File: config.mk
export PLATFORM = sky130hd
export DESIGN_NAME = obstacle_avoid_sequencer_flat
export DESIGN_NICKNAME = d
export VERILOG_FILES = /design/src/rtl/core/oas_pkg.sv /design/src/rtl/core/oas_chan_if.sv /design/src/rtl/core/oas_cfg_regs.sv /design/src/rtl/core/oas_seq_core.sv /design/src/rtl/core/obstacle_avoid_sequencer.sv /design/src/flat_wrapper.sv
export SDC_FILE = /design/constraint.sdc
export NUM_CORES = 1
export LEC_CHECK = 0
export BUFFER_PORTS_ARGS = -buffer_cell sky130_fd_sc_hd__buf_2
export CAP_MARGIN = 20
export CORE_UTILIZATION = 24
export CTS_CLUSTER_SIZE = 12
export DETAILED_ROUTE_END_ITERATION = 10
export PLACE_DENSITY = 0.42
export SLEW_MARGIN = 0
export SYNTH_ARGS = -nofsm -noshare
export SYNTH_HDL_FRONTEND = slang
export SYNTH_SLANG_ARGS = --single-unit
File: constraint.sdc
create_clock -name clk_i -period 19.3 [get_ports clk_i]
set_clock_uncertainty 0.2 [all_clocks]
set_input_delay 0.965 -clock clk_i [delete_from_list [all_inputs] [get_ports clk_i]]
set_output_delay 0.965 -clock clk_i [all_outputs]
set_load 0.03 [all_outputs]
File: src/rtl/core/oas_pkg.sv
// Shared types, constants and helpers for the obstacle avoidance sequencer.
// No dependencies; every other file of the block but oas_chan_if imports this package.
package oas_pkg;

  localparam int unsigned CMD_W   = 3;
  localparam int unsigned DIST_W  = 9;
  localparam int unsigned SPEED_W = 8;
  localparam int unsigned DUR_W   = 16;
  localparam int unsigned NOW_W   = 32;
  localparam int unsigned IDX_W   = 3;
  localparam int unsigned BND_W   = 20;

  localparam logic [CMD_W-1:0] CMD_KEEP  = 3'd0;
  localparam logic [CMD_W-1:0] CMD_FWD   = 3'd1;
  localparam logic [CMD_W-1:0] CMD_REV   = 3'd2;
  localparam logic [CMD_W-1:0] CMD_LEFT  = 3'd3;
  localparam logic [CMD_W-1:0] CMD_RIGHT = 3'd4;
  localparam logic [CMD_W-1:0] CMD_STOP  = 3'd5;

  localparam logic [IDX_W-1:0] REG_NEAR_THRESHOLD = 3'd0;
  localparam logic [IDX_W-1:0] REG_DRIVE_SPEED    = 3'd1;
  localparam logic [IDX_W-1:0] REG_TURN_SPEED     = 3'd2;
  localparam logic [IDX_W-1:0] REG_REVERSE_MS     = 3'd3;
  localparam logic [IDX_W-1:0] REG_TURN_MS        = 3'd4;
  localparam logic [IDX_W-1:0] REG_PAUSE_MS       = 3'd5;

  localparam logic [DIST_W-1:0]  RST_NEAR_THRESHOLD = 9'd20;
  localparam logic [SPEED_W-1:0] RST_DRIVE_SPEED    = 8'd150;
  localparam logic [SPEED_W-1:0] RST_TURN_SPEED     = 8'd200;
  localparam logic [DUR_W-1:0]   RST_REVERSE_MS     = 16'd600;
  localparam logic [DUR_W-1:0]   RST_TURN_MS        = 16'd600;
  localparam logic [DUR_W-1:0]   RST_PAUSE_MS       = 16'd1000;

  typedef struct packed {
    logic [NOW_W-1:0]  now_ms;
    logic [DIST_W-1:0] range_cm;
  } in_item_t;

  typedef struct packed {
    logic [CMD_W-1:0]   motor_cmd;
    logic [SPEED_W-1:0] motor_speed;
    logic               searching;
    logic [DIST_W-1:0]  front_cm;
    logic [DIST_W-1:0]  left_cm;
    logic [DIST_W-1:0]  right_cm;
  } out_item_t;

  typedef struct packed {
    logic [IDX_W-1:0] reg_index;
    logic [DUR_W-1:0] wr_data;
  } cfg_wr_t;

  typedef struct packed {
    logic [DIST_W-1:0]  near_threshold_cm;
    logic [SPEED_W-1:0] drive_speed;
    logic [SPEED_W-1:0] turn_speed;
  } cfg_t;

  // Phase end points measured from the start of a search.
  typedef struct packed {
    logic [BND_W-1:0] rev_end;
    logic [BND_W-1:0] left_end;
    logic [BND_W-1:0] lpause_end;
    logic [BND_W-1:0] right_end;
    logic [BND_W-1:0] rpause_end;
    logic [BND_W-1:0] back_end;
    logic [BND_W-1:0] last_end;
  } bnd_t;

  function automatic bnd_t bounds_f(logic [DUR_W-1:0] rev_ms, logic [DUR_W-1:0] turn_ms,
                                    logic [DUR_W-1:0] pause_ms);
    logic [BND_W-1:0] r_w;
    logic [BND_W-1:0] t_w;
    logic [BND_W-1:0] p_w;
    bnd_t             b;
    r_w = BND_W'(rev_ms);
    t_w = BND_W'(turn_ms);
    p_w = BND_W'(pause_ms);
    b.rev_end    = r_w;
    b.left_end   = r_w + t_w;
    b.lpause_end = b.left_end + p_w;
    b.right_end  = b.lpause_end + (t_w << 1);
    b.rpause_end = b.right_end + p_w;
    b.back_end   = b.rpause_end + (t_w << 1);
    b.last_end   = b.back_end + t_w;
    return b;
  endfunction

endpackage

File: src/rtl/core/oas_chan_if.sv
// Valid/ready channel carrying one payload per transfer.
// Depends on nothing; the payload type is set where the channel is instantiated.
interface oas_chan_if #(
  parameter type payload_t = logic
) ();

  logic     valid;
  logic     ready;
  payload_t data;

  modport source (output valid, output data, input ready);
  modport sink (input valid, input data, output ready);

endinterface

File: src/rtl/core/oas_cfg_regs.sv
// Configuration registers and the precomputed search phase end points.
// Depends on oas_pkg and the oas_chan_if write channel.
module oas_cfg_regs (
  input  logic          clk_i,
  input  logic          rst_ni,
  oas_chan_if.sink      cfg_i,
  output oas_pkg::cfg_t cfg_o,
  output oas_pkg::bnd_t bnd_o
);
  import oas_pkg::*;

  cfg_t             cfg_q;
  logic [DUR_W-1:0] rev_ms_q;
  logic [DUR_W-1:0] turn_ms_q;
  logic [DUR_W-1:0] pause_ms_q;
  bnd_t             bnd_q;
  bnd_t             bnd_d;

  assign cfg_i.ready = 1'b1;

  always_ff @(posedge clk_i or negedge rst_ni) begin
    if (!rst_ni) begin
      cfg_q.near_threshold_cm <= RST_NEAR_THRESHOLD;
      cfg_q.drive_speed       <= RST_DRIVE_SPEED;
      cfg_q.turn_speed        <= RST_TURN_SPEED;
      rev_ms_q                <= RST_REVERSE_MS;
      turn_ms_q               <= RST_TURN_MS;
      pause_ms_q              <= RST_PAUSE_MS;
    end else if (cfg_i.valid) begin
      unique case (cfg_i.data.reg_index)
        REG_NEAR_THRESHOLD: cfg_q.near_threshold_cm <= cfg_i.data.wr_data[DIST_W-1:0];
        REG_DRIVE_SPEED:    cfg_q.drive_speed <= cfg_i.data.wr_data[SPEED_W-1:0];
        REG_TURN_SPEED:     cfg_q.turn_speed <= cfg_i.data.wr_data[SPEED_W-1:0];
        REG_REVERSE_MS:     rev_ms_q <= cfg_i.data.wr_data;
        REG_TURN_MS:        turn_ms_q <= cfg_i.data.wr_data;
        REG_PAUSE_MS:       pause_ms_q <= cfg_i.data.wr_data;
        default: ;
      endcase
    end
  end

  assign bnd_d = bounds_f(rev_ms_q, turn_ms_q, pause_ms_q);

  always_ff @(posedge clk_i or negedge rst_ni) begin
    if (!rst_ni) begin
      bnd_q <= bounds_f(RST_REVERSE_MS, RST_TURN_MS, RST_PAUSE_MS);
    end else begin
      bnd_q <= bnd_d;
    end
  end

  assign cfg_o = cfg_q;
  assign bnd_o = bnd_q;

endmodule

File: src/rtl/core/oas_seq_core.sv
// Sequencer state and the combinational phase decode that yields one command.
// Depends on oas_pkg; driven by the registered input item of the top level.
module oas_seq_core #(
  parameter int unsigned TIME_BITS = 32
) (
  input  logic               clk_i,
  input  logic               rst_ni,
  input  logic               step_i,
  input  oas_pkg::in_item_t  item_i,
  input  oas_pkg::cfg_t      cfg_i,
  input  oas_pkg::bnd_t      bnd_i,
  output oas_pkg::out_item_t result_o
);
  import oas_pkg::*;

  localparam int unsigned CMP_W = (TIME_BITS > BND_W) ? TIME_BITS : BND_W;

  logic                 mode_q, mode_d;
  logic                 begun_q, begun_d;
  logic [TIME_BITS-1:0] start_q, start_d;
  logic [DIST_W-1:0]    front_q, front_d;
  logic [DIST_W-1:0]    left_q, left_d;
  logic [DIST_W-1:0]    right_q, right_d;

  logic [TIME_BITS-1:0] now_t;
  logic [TIME_BITS-1:0] elapsed;
  logic [CMP_W-1:0]     e;
  logic [CMD_W-1:0]     cmd;
  logic [SPEED_W-1:0]   speed;
  logic                 end_search;

  assign now_t   = item_i.now_ms[TIME_BITS-1:0];
  assign elapsed = begun_q ? (now_t - start_q) : '0;
  assign e       = CMP_W'(elapsed);

  always_comb begin
    mode_d     = mode_q;
    begun_d    = begun_q;
    start_d    = start_q;
    front_d    = front_q;
    left_d     = left_q;
    right_d    = right_q;
    cmd        = CMD_KEEP;
    end_search = 1'b0;
    if (!mode_q) begin
      cmd     = CMD_FWD;
      front_d = item_i.range_cm;
      if (item_i.range_cm < cfg_i.near_threshold_cm) begin
        mode_d = 1'b1;
      end
    end else begin
      if (!begun_q) begin
        begun_d = 1'b1;
        start_d = now_t;
        cmd     = CMD_REV;
      end
      if (e >= CMP_W'(bnd_i.rev_end) && e < CMP_W'(bnd_i.left_end)) begin
        cmd = CMD_LEFT;
      end else if (e >= CMP_W'(bnd_i.left_end) && e < CMP_W'(bnd_i.lpause_end)) begin
        cmd = CMD_STOP;
        if (left_q == '0) begin
          left_d = item_i.range_cm;
        end
      end else if (e >= CMP_W'(bnd_i.lpause_end) && e < CMP_W'(bnd_i.right_end)) begin
        cmd = CMD_RIGHT;
      end else if (e >= CMP_W'(bnd_i.right_end) && e < CMP_W'(bnd_i.rpause_end)) begin
        cmd = CMD_STOP;
        if (right_q == '0) begin
          right_d = item_i.range_cm;
        end
      end else if (e >= CMP_W'(bnd_i.rpause_end) && e <= CMP_W'(bnd_i.last_end)) begin
        if (left_q < right_q) begin
          end_search = 1'b1;
        end else if (e < CMP_W'(bnd_i.back_end)) begin
          cmd = CMD_LEFT;
        end else begin
          end_search = 1'b1;
        end
      end
      if (end_search) begin
        left_d  = '0;
        right_d = '0;
        mode_d  = 1'b0;
        begun_d = 1'b0;
        start_d = '0;
      end
    end
  end

  always_comb begin
    case (cmd) inside
      CMD_FWD, CMD_REV:    speed = cfg_i.drive_speed;
      CMD_LEFT, CMD_RIGHT: speed = cfg_i.turn_speed;
      default:             speed = '0;
    endcase
  end

  always_ff @(posedge clk_i or negedge rst_ni) begin
    if (!rst_ni) begin
      mode_q  <= 1'b0;
      begun_q <= 1'b0;
      start_q <= '0;
      front_q <= '0;
      left_q  <= '0;
      right_q <= '0;
    end else if (step_i) begin
      mode_q  <= mode_d;
      begun_q <= begun_d;
      start_q <= start_d;
      front_q <= front_d;
      left_q  <= left_d;
      right_q <= right_d;
    end
  end

  assign result_o.motor_cmd   = cmd;
  assign result_o.motor_speed = speed;
  assign result_o.searching   = mode_d;
  assign result_o.front_cm    = front_d;
  assign result_o.left_cm     = left_d;
  assign result_o.right_cm    = right_d;

endmodule

File: src/rtl/core/obstacle_avoid_sequencer.sv
// Obstacle avoidance sequencer: one motor command per time stamp and distance reading.
// One item is accepted per clock as long as the result side takes every transfer. Each item is held in the
// input register and decoded by the combinational phase compare logic, and its result is captured in the
// output register once that register is empty or being read; until then the item waits in the input register.
// Configuration writes update the configuration registers, which feed the registered phase end
// points, and must only be made while no item is in flight.
module obstacle_avoid_sequencer #(
  parameter int unsigned TIME_BITS = 32
) (
  input  logic     clk_i,
  input  logic     rst_ni,
  oas_chan_if.sink   cfg_i,
  oas_chan_if.sink   in_i,
  oas_chan_if.source out_o
);
  import oas_pkg::*;

  cfg_t      cfg;
  bnd_t      bnd;
  out_item_t result;

  logic      s1_valid_q, s1_valid_d;
  in_item_t  s1_data_q;
  logic      out_valid_q, out_valid_d;
  out_item_t out_data_q;
  logic      step;
  logic      in_take;

  oas_cfg_regs u_cfg (
    .clk_i  (clk_i),
    .rst_ni (rst_ni),
    .cfg_i  (cfg_i),
    .cfg_o  (cfg),
    .bnd_o  (bnd)
  );

  oas_seq_core #(
    .TIME_BITS (TIME_BITS)
  ) u_core (
    .clk_i    (clk_i),
    .rst_ni   (rst_ni),
    .step_i   (step),
    .item_i   (s1_data_q),
    .cfg_i    (cfg),
    .bnd_i    (bnd),
    .result_o (result)
  );

  assign step       = s1_valid_q && (!out_valid_q || out_o.ready);
  assign in_i.ready = !s1_valid_q || !out_valid_q || out_o.ready;
  assign in_take    = in_i.valid && in_i.ready;

  always_comb begin
    s1_valid_d = s1_valid_q;
    if (in_take) begin
      s1_valid_d = 1'b1;
    end else if (step) begin
      s1_valid_d = 1'b0;
    end
    out_valid_d = out_valid_q;
    if (step) begin
      out_valid_d = 1'b1;
    end else if (out_o.ready) begin
      out_valid_d = 1'b0;
    end
  end

  always_ff @(posedge clk_i or negedge rst_ni) begin
    if (!rst_ni) begin
      s1_valid_q  <= 1'b0;
      out_valid_q <= 1'b0;
    end else begin
      s1_valid_q  <= s1_valid_d;
      out_valid_q <= out_valid_d;
    end
  end

  always_ff @(posedge clk_i) begin
    if (in_take) begin
      s1_data_q <= in_i.data;
    end
    if (step) begin
      out_data_q <= result;
    end
  end

  assign out_o.valid = out_valid_q;
  assign out_o.data  = out_data_q;

`ifndef SYNTHESIS
  a_cruise_sides_clear: assert property (@(posedge clk_i) disable iff (!rst_ni)
    out_valid_q && !out_data_q.searching |-> out_data_q.left_cm == '0 &&
                                              out_data_q.right_cm == '0)
    else $error("side readings kept outside a search");

  a_reverse_in_search: assert property (@(posedge clk_i) disable iff (!rst_ni)
    out_valid_q && out_data_q.motor_cmd == CMD_REV |-> out_data_q.searching)
    else $error("reverse command given while cruising");

  a_result_has_source: assert property (@(posedge clk_i) disable iff (!rst_ni)
    $rose(out_valid_q) |-> $past(s1_valid_q))
    else $error("result produced without a registered input item");
`endif

endmodule

File: src/flat_wrapper.sv
// flat-port wrapper written by rule: the top's interface ports become plain ports
module obstacle_avoid_sequencer_flat import oas_pkg::*;
#(
  parameter int unsigned TIME_BITS = 32
)
  (clk_i, rst_ni, cfg_i_valid, cfg_i_data, cfg_i_ready, in_i_valid, in_i_data, in_i_ready, out_o_valid, out_o_data, out_o_ready);
  oas_chan_if #(.payload_t(cfg_wr_t)) cfg_i_i ();
  oas_chan_if #(.payload_t(in_item_t)) in_i_i ();
  oas_chan_if #(.payload_t(out_item_t)) out_o_i ();
  input  logic clk_i;
  input  logic rst_ni;
  input wire logic [$bits(cfg_i_i.valid)-1:0] cfg_i_valid;
  input wire logic [$bits(cfg_i_i.data)-1:0] cfg_i_data;
  output wire logic [$bits(cfg_i_i.ready)-1:0] cfg_i_ready;
  input wire logic [$bits(in_i_i.valid)-1:0] in_i_valid;
  input wire logic [$bits(in_i_i.data)-1:0] in_i_data;
  output wire logic [$bits(in_i_i.ready)-1:0] in_i_ready;
  output wire logic [$bits(out_o_i.valid)-1:0] out_o_valid;
  output wire logic [$bits(out_o_i.data)-1:0] out_o_data;
  input wire logic [$bits(out_o_i.ready)-1:0] out_o_ready;
  assign cfg_i_i.valid = cfg_i_valid;
  assign cfg_i_i.data = cfg_i_data;
  assign cfg_i_ready = cfg_i_i.ready;
  assign in_i_i.valid = in_i_valid;
  assign in_i_i.data = in_i_data;
  assign in_i_ready = in_i_i.ready;
  assign out_o_valid = out_o_i.valid;
  assign out_o_data = out_o_i.data;
  assign out_o_i.ready = out_o_ready;
  obstacle_avoid_sequencer #(.TIME_BITS(TIME_BITS)) u_core (.clk_i(clk_i), .rst_ni(rst_ni), .cfg_i(cfg_i_i), .in_i(in_i_i), .out_o(out_o_i));
endmodule
==> results of run 1 <==
==> stage by stage <==
stage / utilization [%] / hold slack [ns] / setup WS [ns]
after floorplan: - / 0.161 / 12.03
after global placement: 26.7 / 0.175 / 10.84
after detailed placement: 26.7 / 0.175 / 10.82
after CTS: 28.4 / 0.184 / 10.76
after global routing: 28.4 / 0.191 / 9.91
final: 28.4 / 0.181 / 10.77
==> flip-flops by register name, summed over array words and instances, names as in the netlist <==
signal,count
u_core.s1_data_q,41
u_core.u_core.mode_q,1
u_core.u_core.right_q,9
u_core.u_cfg.turn_ms_q,16
u_core.u_cfg.bnd_o,127
u_core.out_o.data,39
u_core.out_o.valid,1
u_core.u_core.front_q,9
u_core.u_core.left_q,9
u_core.s1_valid_q,1
u_core.u_cfg.pause_ms_q,16
u_core.u_cfg.rev_ms_q,16
u_core.u_core.start_q,32
u_core.u_core.begun_q,1
u_core.u_cfg.cfg_o,25
==> kinds of logic after synthesis <==
logic type,count (synthesis)
AOI/OAI and AO/OA,552
xor gates and xnor gates,98
adders and majority gates,280
buffers and inverters,265
DFF,343
muxes,78
other,2
and+or+nand+nor,423
==> final timing paths <==
check	start	to	slack, ns	cells past startpoint
min in group clk_i	u_core.u_cfg.rev_ms_q[4]$_DFFE_PN1P_	u_core.u_cfg.bnd_o[124]$_DFF_PN1_	0.18	0
hold reg to reg	u_core.u_cfg.rev_ms_q[4]$_DFFE_PN1P_	u_core.u_cfg.bnd_o[124]$_DFF_PN1_	0.18	0
setup reg to reg	u_core.u_cfg.turn_ms_q[0]$_DFFE_PN0P_	u_core.u_cfg.bnd_o[19]$_DFF_PN0_	10.77	32
hold / removal	rst_ni	u_core.u_core.start_q[12]$_DFFE_PN0P_	0.18	1
max in group asynchronous	rst_ni	u_core.u_cfg.pause_ms_q[11]$_DFFE_PN0P_	16.60	3
setup / recovery	u_core.u_cfg.turn_ms_q[0]$_DFFE_PN0P_	u_core.u_cfg.bnd_o[19]$_DFF_PN0_	10.77	32
==> metal layers <==
layer / share of wire [%] / routed length (um) / up-vias / global-route usage (%)
met4: 2.7 / 1660 / 0 / 4.47
met1: 50 / 30400 / 7781 / 19.3
li1: - / - / 7722 / -
met5: 0 / 0 / - / 0
met2: 44 / 27300 / 250 / 21.3
met3: 3.3 / 2040 / 93 / 1.81
==> layout by cell type, fill, tap and decap left out, drive strengths merged, types with 8 or more instances in the layout <==
cell type  count
a21boi        18
a22o          55
nand3         35
a32o           9
ha           273
buf          134
dfrtp        208
a211oi        25
o21a          33
nand2         89
xnor2         74
nand2b        20
o21ai        100
nor2b         19
edfxtp        80
dfstp         55
xor2          24
o211ai        21
or3           10
nor4          14
o21bai        17
and3           8
clkbuf        49
mux2          74
nor3          36
nand4         38
inv          229
a31oi         13
and2          18
a21o          54
or2           10
clkinv        16
o31ai         10
nor2         101
a21oi        129
==> final cells by class <==
| type | count | area (sq um) |
|---|---|---|
| Fill cell | 9087 | 62600 |
| Multi-Input combinational cell | 1433 | 11300 |
| Sequential cell | 343 | 9050 |
| Tap cell | 1155 | 1450 |
| Clock buffer | 49 | 1100 |
| Inverter | 228 | 856 |
| Timing Repair Buffer | 134 | 751 |
| Clock inverter | 27 | 329 |
==> synth_stat cells, types with 28 or more instances <==
| cell type | n | area share (%) |
|---|---|---|
| mux2_2 | 74 | 3.9 |
| o21a_1 | 33 | 1.2 |
| nor3_1 | 35 | 0.82 |
| o21ai_0 | 92 | 2.2 |
| nand3_1 | 34 | 0.80 |
| nor2_1 | 101 | 1.8 |
| ha_1 | 273 | 16 |
| dfrtp_1 | 208 | 24 |
| dfstp_2 | 55 | 6.8 |
| a21o_1 | 54 | 1.9 |
| clkbuf_1 | 28 | 0.49 |
| a21oi_1 | 129 | 3.0 |
| a22o_1 | 55 | 2.3 |
| inv_1 | 228 | 4.0 |
| nand2_1 | 89 | 1.6 |
| nand4_1 | 38 | 1.1 |
| edfxtp_1 | 80 | 11 |
| xnor2_1 | 73 | 3.0 |
==> metrics.txt, run 1 <==
outcome=completed; fraction of layout cells with a size suffix above 1=16.4%; setup TNS=0 ns; clk_lat worst skew=0.59 ns; Core Area=87400 sq um; I/O pin cnt=107; Routability Congestion=0.837; port buffer count=105; Avg WL per Cell=18.2 um; Vias per Instance=4.70; Die ar.=90100 sq um; Worst Max-Slew Pin Slew=1.14 ns; Die W=300 um; fraction of the yosys area taken by sequential cells=42.4%; CTS Hold Buffers Added=0; clk sink count=343; initial antenna violation count=4; instance count of the mapped netlist=2041; 1st-iter DRT viols=847; CTS tree=built; number of global-route vias before repair=16100; post_cts resized=0; largest net degree at the start of global routing=77; mapped cell area=21300 sq um; Synth Area in Adders=16.7%; Site Rows=108; Seq cells post-synth=343; Placed Cells=3293; mux share of post-synthesis cell area=4.10%; placement-stage cell area=23400 sq um; Fmax achieved=117 MHz; average cell area after synthesis=10.4 sq um; Arr. time, crit path=8.82 ns; minimum clock period=8.53 ns; fin. max-slew vios=0; Worst Setup Start Kind=register; worst path bufs/invs=0; fraction of registers with async set/reset=76.7%; final global-route overflow total=0; Setup crit end kind=register; Synth Area in Simple Gates=10.1%; dominant synthesized flop cell=dfrtp_1; clock-pin slew on the worst setup and hold paths=0.06 ns; RSZ-0062 raised after global routing=false; crit path kind=register to register; Total Routing Usage GR=13.6%; H-tree levels=2; CTS buffer count=42; Compound-Gate Fraction of Synth Area=17.7%; Post-CTS Setup Bufs=0; Synth Area in XOR/XNOR=4.06%; Crit-path slowest cell=a221oi_1; Nets=2527; first drt pass iteration count=5; Max Cap Viol=0; # diodes=0; largest family of logic cells by synthesized area=compound AO/OA/AOI/OAI gates; Routed Antenna Nets=0; post-synth cell types=81; Routed WL=61500 um; DR DRC count=0; first-pass GRT wire length=94600 um; Post-synth EDFFs=80; Fin. Hold Viols=0; CP max stage delay=0.55 ns; via count=15800; Detailed Place HPWL=47400 um; synth warn=0; Mapped Nets=2386; Layout area overhead=16.3%; Clock Tree Buf Depth=3; fin area=24800 sq um; relative slew slack=23.2%; Critical Path RT=19.59 ns; Finish-stage setup viols=0; CTS Root Cell=clkbuf_16; CP top delay family=compound AO/OA/AOI/OAI gates; Initial Utilization=24.4%; HP Class=primary input to async pin; Crit path top cell by count=ha_1; final std cells w/o fill=3369; Die Y=300 um; Max FO, Critical Path=6; final worst-path cycle share=44.2%
Power of run 1 is not shown: default switching activity piles up to over one toggle a cycle in this logic, so the estimate is an artifact.
==> run 2: changes to the inputs <==
ABC_AREA = 1   (was not set)
PLACE_DENSITY = 0.43   (was 0.42)
clock period = 7.8 ns   (was 19.3 ns; I/O delays follow)
==> run 2 against run 1 <==
- via count increased by 12%
- sequential share of layout area decreased by 2.9 points
- critical path type unchanged
- largest cell class unchanged
- first-iteration DRC count increased by 3.7%
- non-clock buffer count increased by 70
- die area increased by 5.3%
- core utilization increased by 0.86 points
- register-to-register slack got worse by 10 ns
- cell count increased by 24%
==> metrics.txt, run 2 <==
fraction of registers with async set/reset=76.7% (unchanged); clk sink count=343 (unchanged); relative slew slack=27.2% (+4.0 points); worst-case reg-to-reg path depth=39 (+22%); fill count=10000 (+11%); Core Area=92200 sq um (+5.5%); Layout area overhead=19.9%; CTS Root Cell=clkbuf_16; worst reg2reg path startpoint=u_core.u_cfg.turn_ms_q[0]$_DFFE_PN0P_; fraction of the yosys area taken by sequential cells=40.3% (-2.2 points); CP top delay family=adder cells; Initial Utilization=24.4% (about the same); Die W=308 um (+2.6%); Routed WL=64600 um (+5.1%); Crit path top cell by count=nand2_1; synth warn=0 (unchanged); Clock Tree Buf Depth=3 (unchanged); most frequent cell after synthesis=nand2_1; Arr. time, crit path=7.49 ns (-1.33 ns); dominant synthesized flop cell=dfrtp_1; Max FO, Critical Path=5 (-1); I/O pin cnt=107 (unchanged); max reg flops=127 (unchanged); Seq cells post-synth=343 (unchanged); Avg WL per Cell=15.4 um (-15%); Worst Setup Start Kind=register; Mapped Nets=3040 (+27%); most common cell after layout, fill and taps aside=nand2_1; first drt pass iteration count=5 (unchanged); hold path depth=3; dpl ws=0.0822 ns (-10.74 ns); placement-stage cell area=24600 sq um (+5.4%); first-pass GRT wire length=101000 um (+7.3%); Commonest cells post-synth=616 x nand2_1, 469 x inv_1, 273 x ha_1; post-synth cell types=58 (-28%); Routability Congestion=0.838 (+0.11%); Layout Utilization=29.2% (+0.86 points); instance count of the mapped netlist=2695 (+32%); final worst slack=0.577 ns (-10.19 ns); Vias per Instance=4.23 (-10%); Nets=3253 (+29%); Setup crit end kind=register; clk_lat worst skew=0.59 ns (about the same); Fmax achieved=138 MHz (+18%); average cell area after synthesis=8.34 sq um (-20%); end of the worst hold path=u_core.u_cfg.cfg_o[19]$_DFFE_PN0P_; Routed Antenna Nets=0 (unchanged); via count=17700 (+12%); most frequent cells in the layout=615 x nand2_1, 467 x inv_1, 267 x ha_1; fin area=26900 sq um (+8.7%); final global-route overflow total=0 (unchanged); Die Y=308 um (+2.6%); Worst Hold Launch=cfg_i_data[3]; clock-pin slew on the worst setup and hold paths=0.06 ns (about the same); final worst-path cycle share=92.6% (+48 points); Yosys top cell area share=23.2% (-1.2 points); Synth area leaders=dfrtp_1 23%, ha_1 15%, edfxtp_1 11%, nand2_1 10%, inv_1 7.8%; fraction of layout cells with a size suffix above 1=15.0% (-1.5 points); number of global-route vias before repair=18000 (+12%); Critical Path RT=8.07 ns (-11.52 ns); initial antenna violation count=0 (-4); H-tree levels=2 (unchanged); largest net degree at the start of global routing=159 (+110%); worst path bufs/invs=4 (+4); Post-synth EDFFs=80 (unchanged); # diodes=0 (unchanged); CTS buffer count=42 (unchanged); CTS tree=built; Finish-stage setup viols=0 (unchanged); FF-to-FF End=u_core.u_cfg.bnd_o[18]$_DFF_PN0_; crit path kind=register to register; CP max stage delay=0.56 ns (about the same); Site Rows=111 (+2.8%); final std cells w/o fill=4185 (+24%); Max Cap Viol=0 (unchanged); Total Routing Usage GR=13.8% (+0.18 points); Worst Max-Slew Pin Slew=1.09 ns (-0.0529 ns); Crit-path slowest cell=fa_2; outcome=completed; Fin. Hold Viols=0 (unchanged); Detailed Place HPWL=50600 um (+6.9%); mapped cell area=22500 sq um (+5.4%); Reg2Reg Setup Slack=0.58 ns (-10.19 ns); minimum clock period=7.22 ns (-1.31 ns); DR DRC count=0 (unchanged); Die ar.=94900 sq um (+5.3%); area leader, netlist=dfrtp_1; fin. max-slew vios=0 (unchanged); 1st-iter DRT viols=878 (+3.7%); port buffer count=105 (unchanged); Placed Cells=4041 (+23%); HP Class=primary input to register
## run 2: cell types whose count changed in the layout (fill, tap and decap cells not counted), moves of 52 or more
cell,delta
dlygate4sd3_1,+52
o21ai_0,+65
a22o_1,-55
a21oi_1,+66
nand2_1,+526
nand3_1,+60
mux2_2,-74
inv_1,+240
## run 2: what timing repair did
item | 4_1_cts | 5_1_grt
endpoints found under the hold margin | 163 | 0
gates resized for setup | 1 | 37
endpoints found under the setup margin | 1 | 9
cloned | 0 | 0
hold buffers | 52 | 0
buffers inserted | 0 | 12
pin swaps | 1 | 20
## run 2: final cells by class
type / count / area [sq um] / area share (%)
Clock inverter: 17 / 280 / 1.04
Multi-Input combinational cell: 1823 / 11600 / 42.9
Clock buffer: 61 / 1200 / 4.46
Inverter: 494 / 1850 / 6.88
Timing Repair Buffer: 204 / 1440 / 5.35
Tap cell: 1243 / 1560 / 5.77
Sequential cell: 343 / 9050 / 33.6
## run 2: layer usage
layer,wire length [um],vias up,share of wire [%],GRT usage (%)
li1,-,9230,-,-
met4,1200,0,1.9,3.29
met5,0,-,0,0
met3,1950,58,3.0,1.76
met2,29200,201,45,22.4
met1,32200,8230,50,19.3
## run 2: worst max path at each step
stage	startpoint	end	cells after the start
floorplan	u_core.u_cfg.turn_ms_q[0]$_DFFE_PN0P_	u_core.u_cfg.bnd_o[18]$_DFF_PN0_	39
global placement	u_core.u_cfg.turn_ms_q[0]$_DFFE_PN0P_	u_core.u_cfg.bnd_o[18]$_DFF_PN0_	40
detailed placement	u_core.u_cfg.turn_ms_q[0]$_DFFE_PN0P_	u_core.u_cfg.bnd_o[18]$_DFF_PN0_	40
CTS	u_core.u_cfg.turn_ms_q[0]$_DFFE_PN0P_	u_core.u_cfg.bnd_o[18]$_DFF_PN0_	40
global route	u_core.u_cfg.turn_ms_q[0]$_DFFE_PN0P_	u_core.u_cfg.bnd_o[19]$_DFF_PN0_	39
finish	u_core.u_cfg.turn_ms_q[0]$_DFFE_PN0P_	u_core.u_cfg.bnd_o[18]$_DFF_PN0_	39
## run 2: per-stage QoR
step                      hold slack (ns)  setup TNS (ns)
after global routing               0.0190         -0.0365
after CTS                        0.000273               0
after global placement              0.170               0
final                              0.0142               0
after detailed placement            0.172               0
after floorplan                    -0.106               0
## run 2: worst reg2reg max path: cells and delay by family, from the launching register on
| family | cells | cell delay [ns] |
|---|---|---|
| AOI/OAI and AO/OA | 11 | 1.84 |
| xor gates and xnor gates | 4 | 0.77 |
| adders and majority gates | 7 | 2.39 |
| buffers and inverters | 4 | 0.42 |
| DFF | 1 | 0.38 |
| and+or+nand+nor | 13 | 1.10 |
## run 2: kinds of logic (layout without fill, tap and decap cells)
logic type	after synthesis	count (layout)	share of synthesized area [%]
other	2	2	0.0334
AND/OR/NAND/NOR	956	956	18.8
adder cells (fa/ha/maj)	280	280	15.8
flip-flops	343	343	40.3
XOR/XNOR	88	88	3.43
buffers and inverters	529	776	9.13
AO/OA/AOI/OAI	497	497	12.5
Power of run 2 is left out for the same reason.
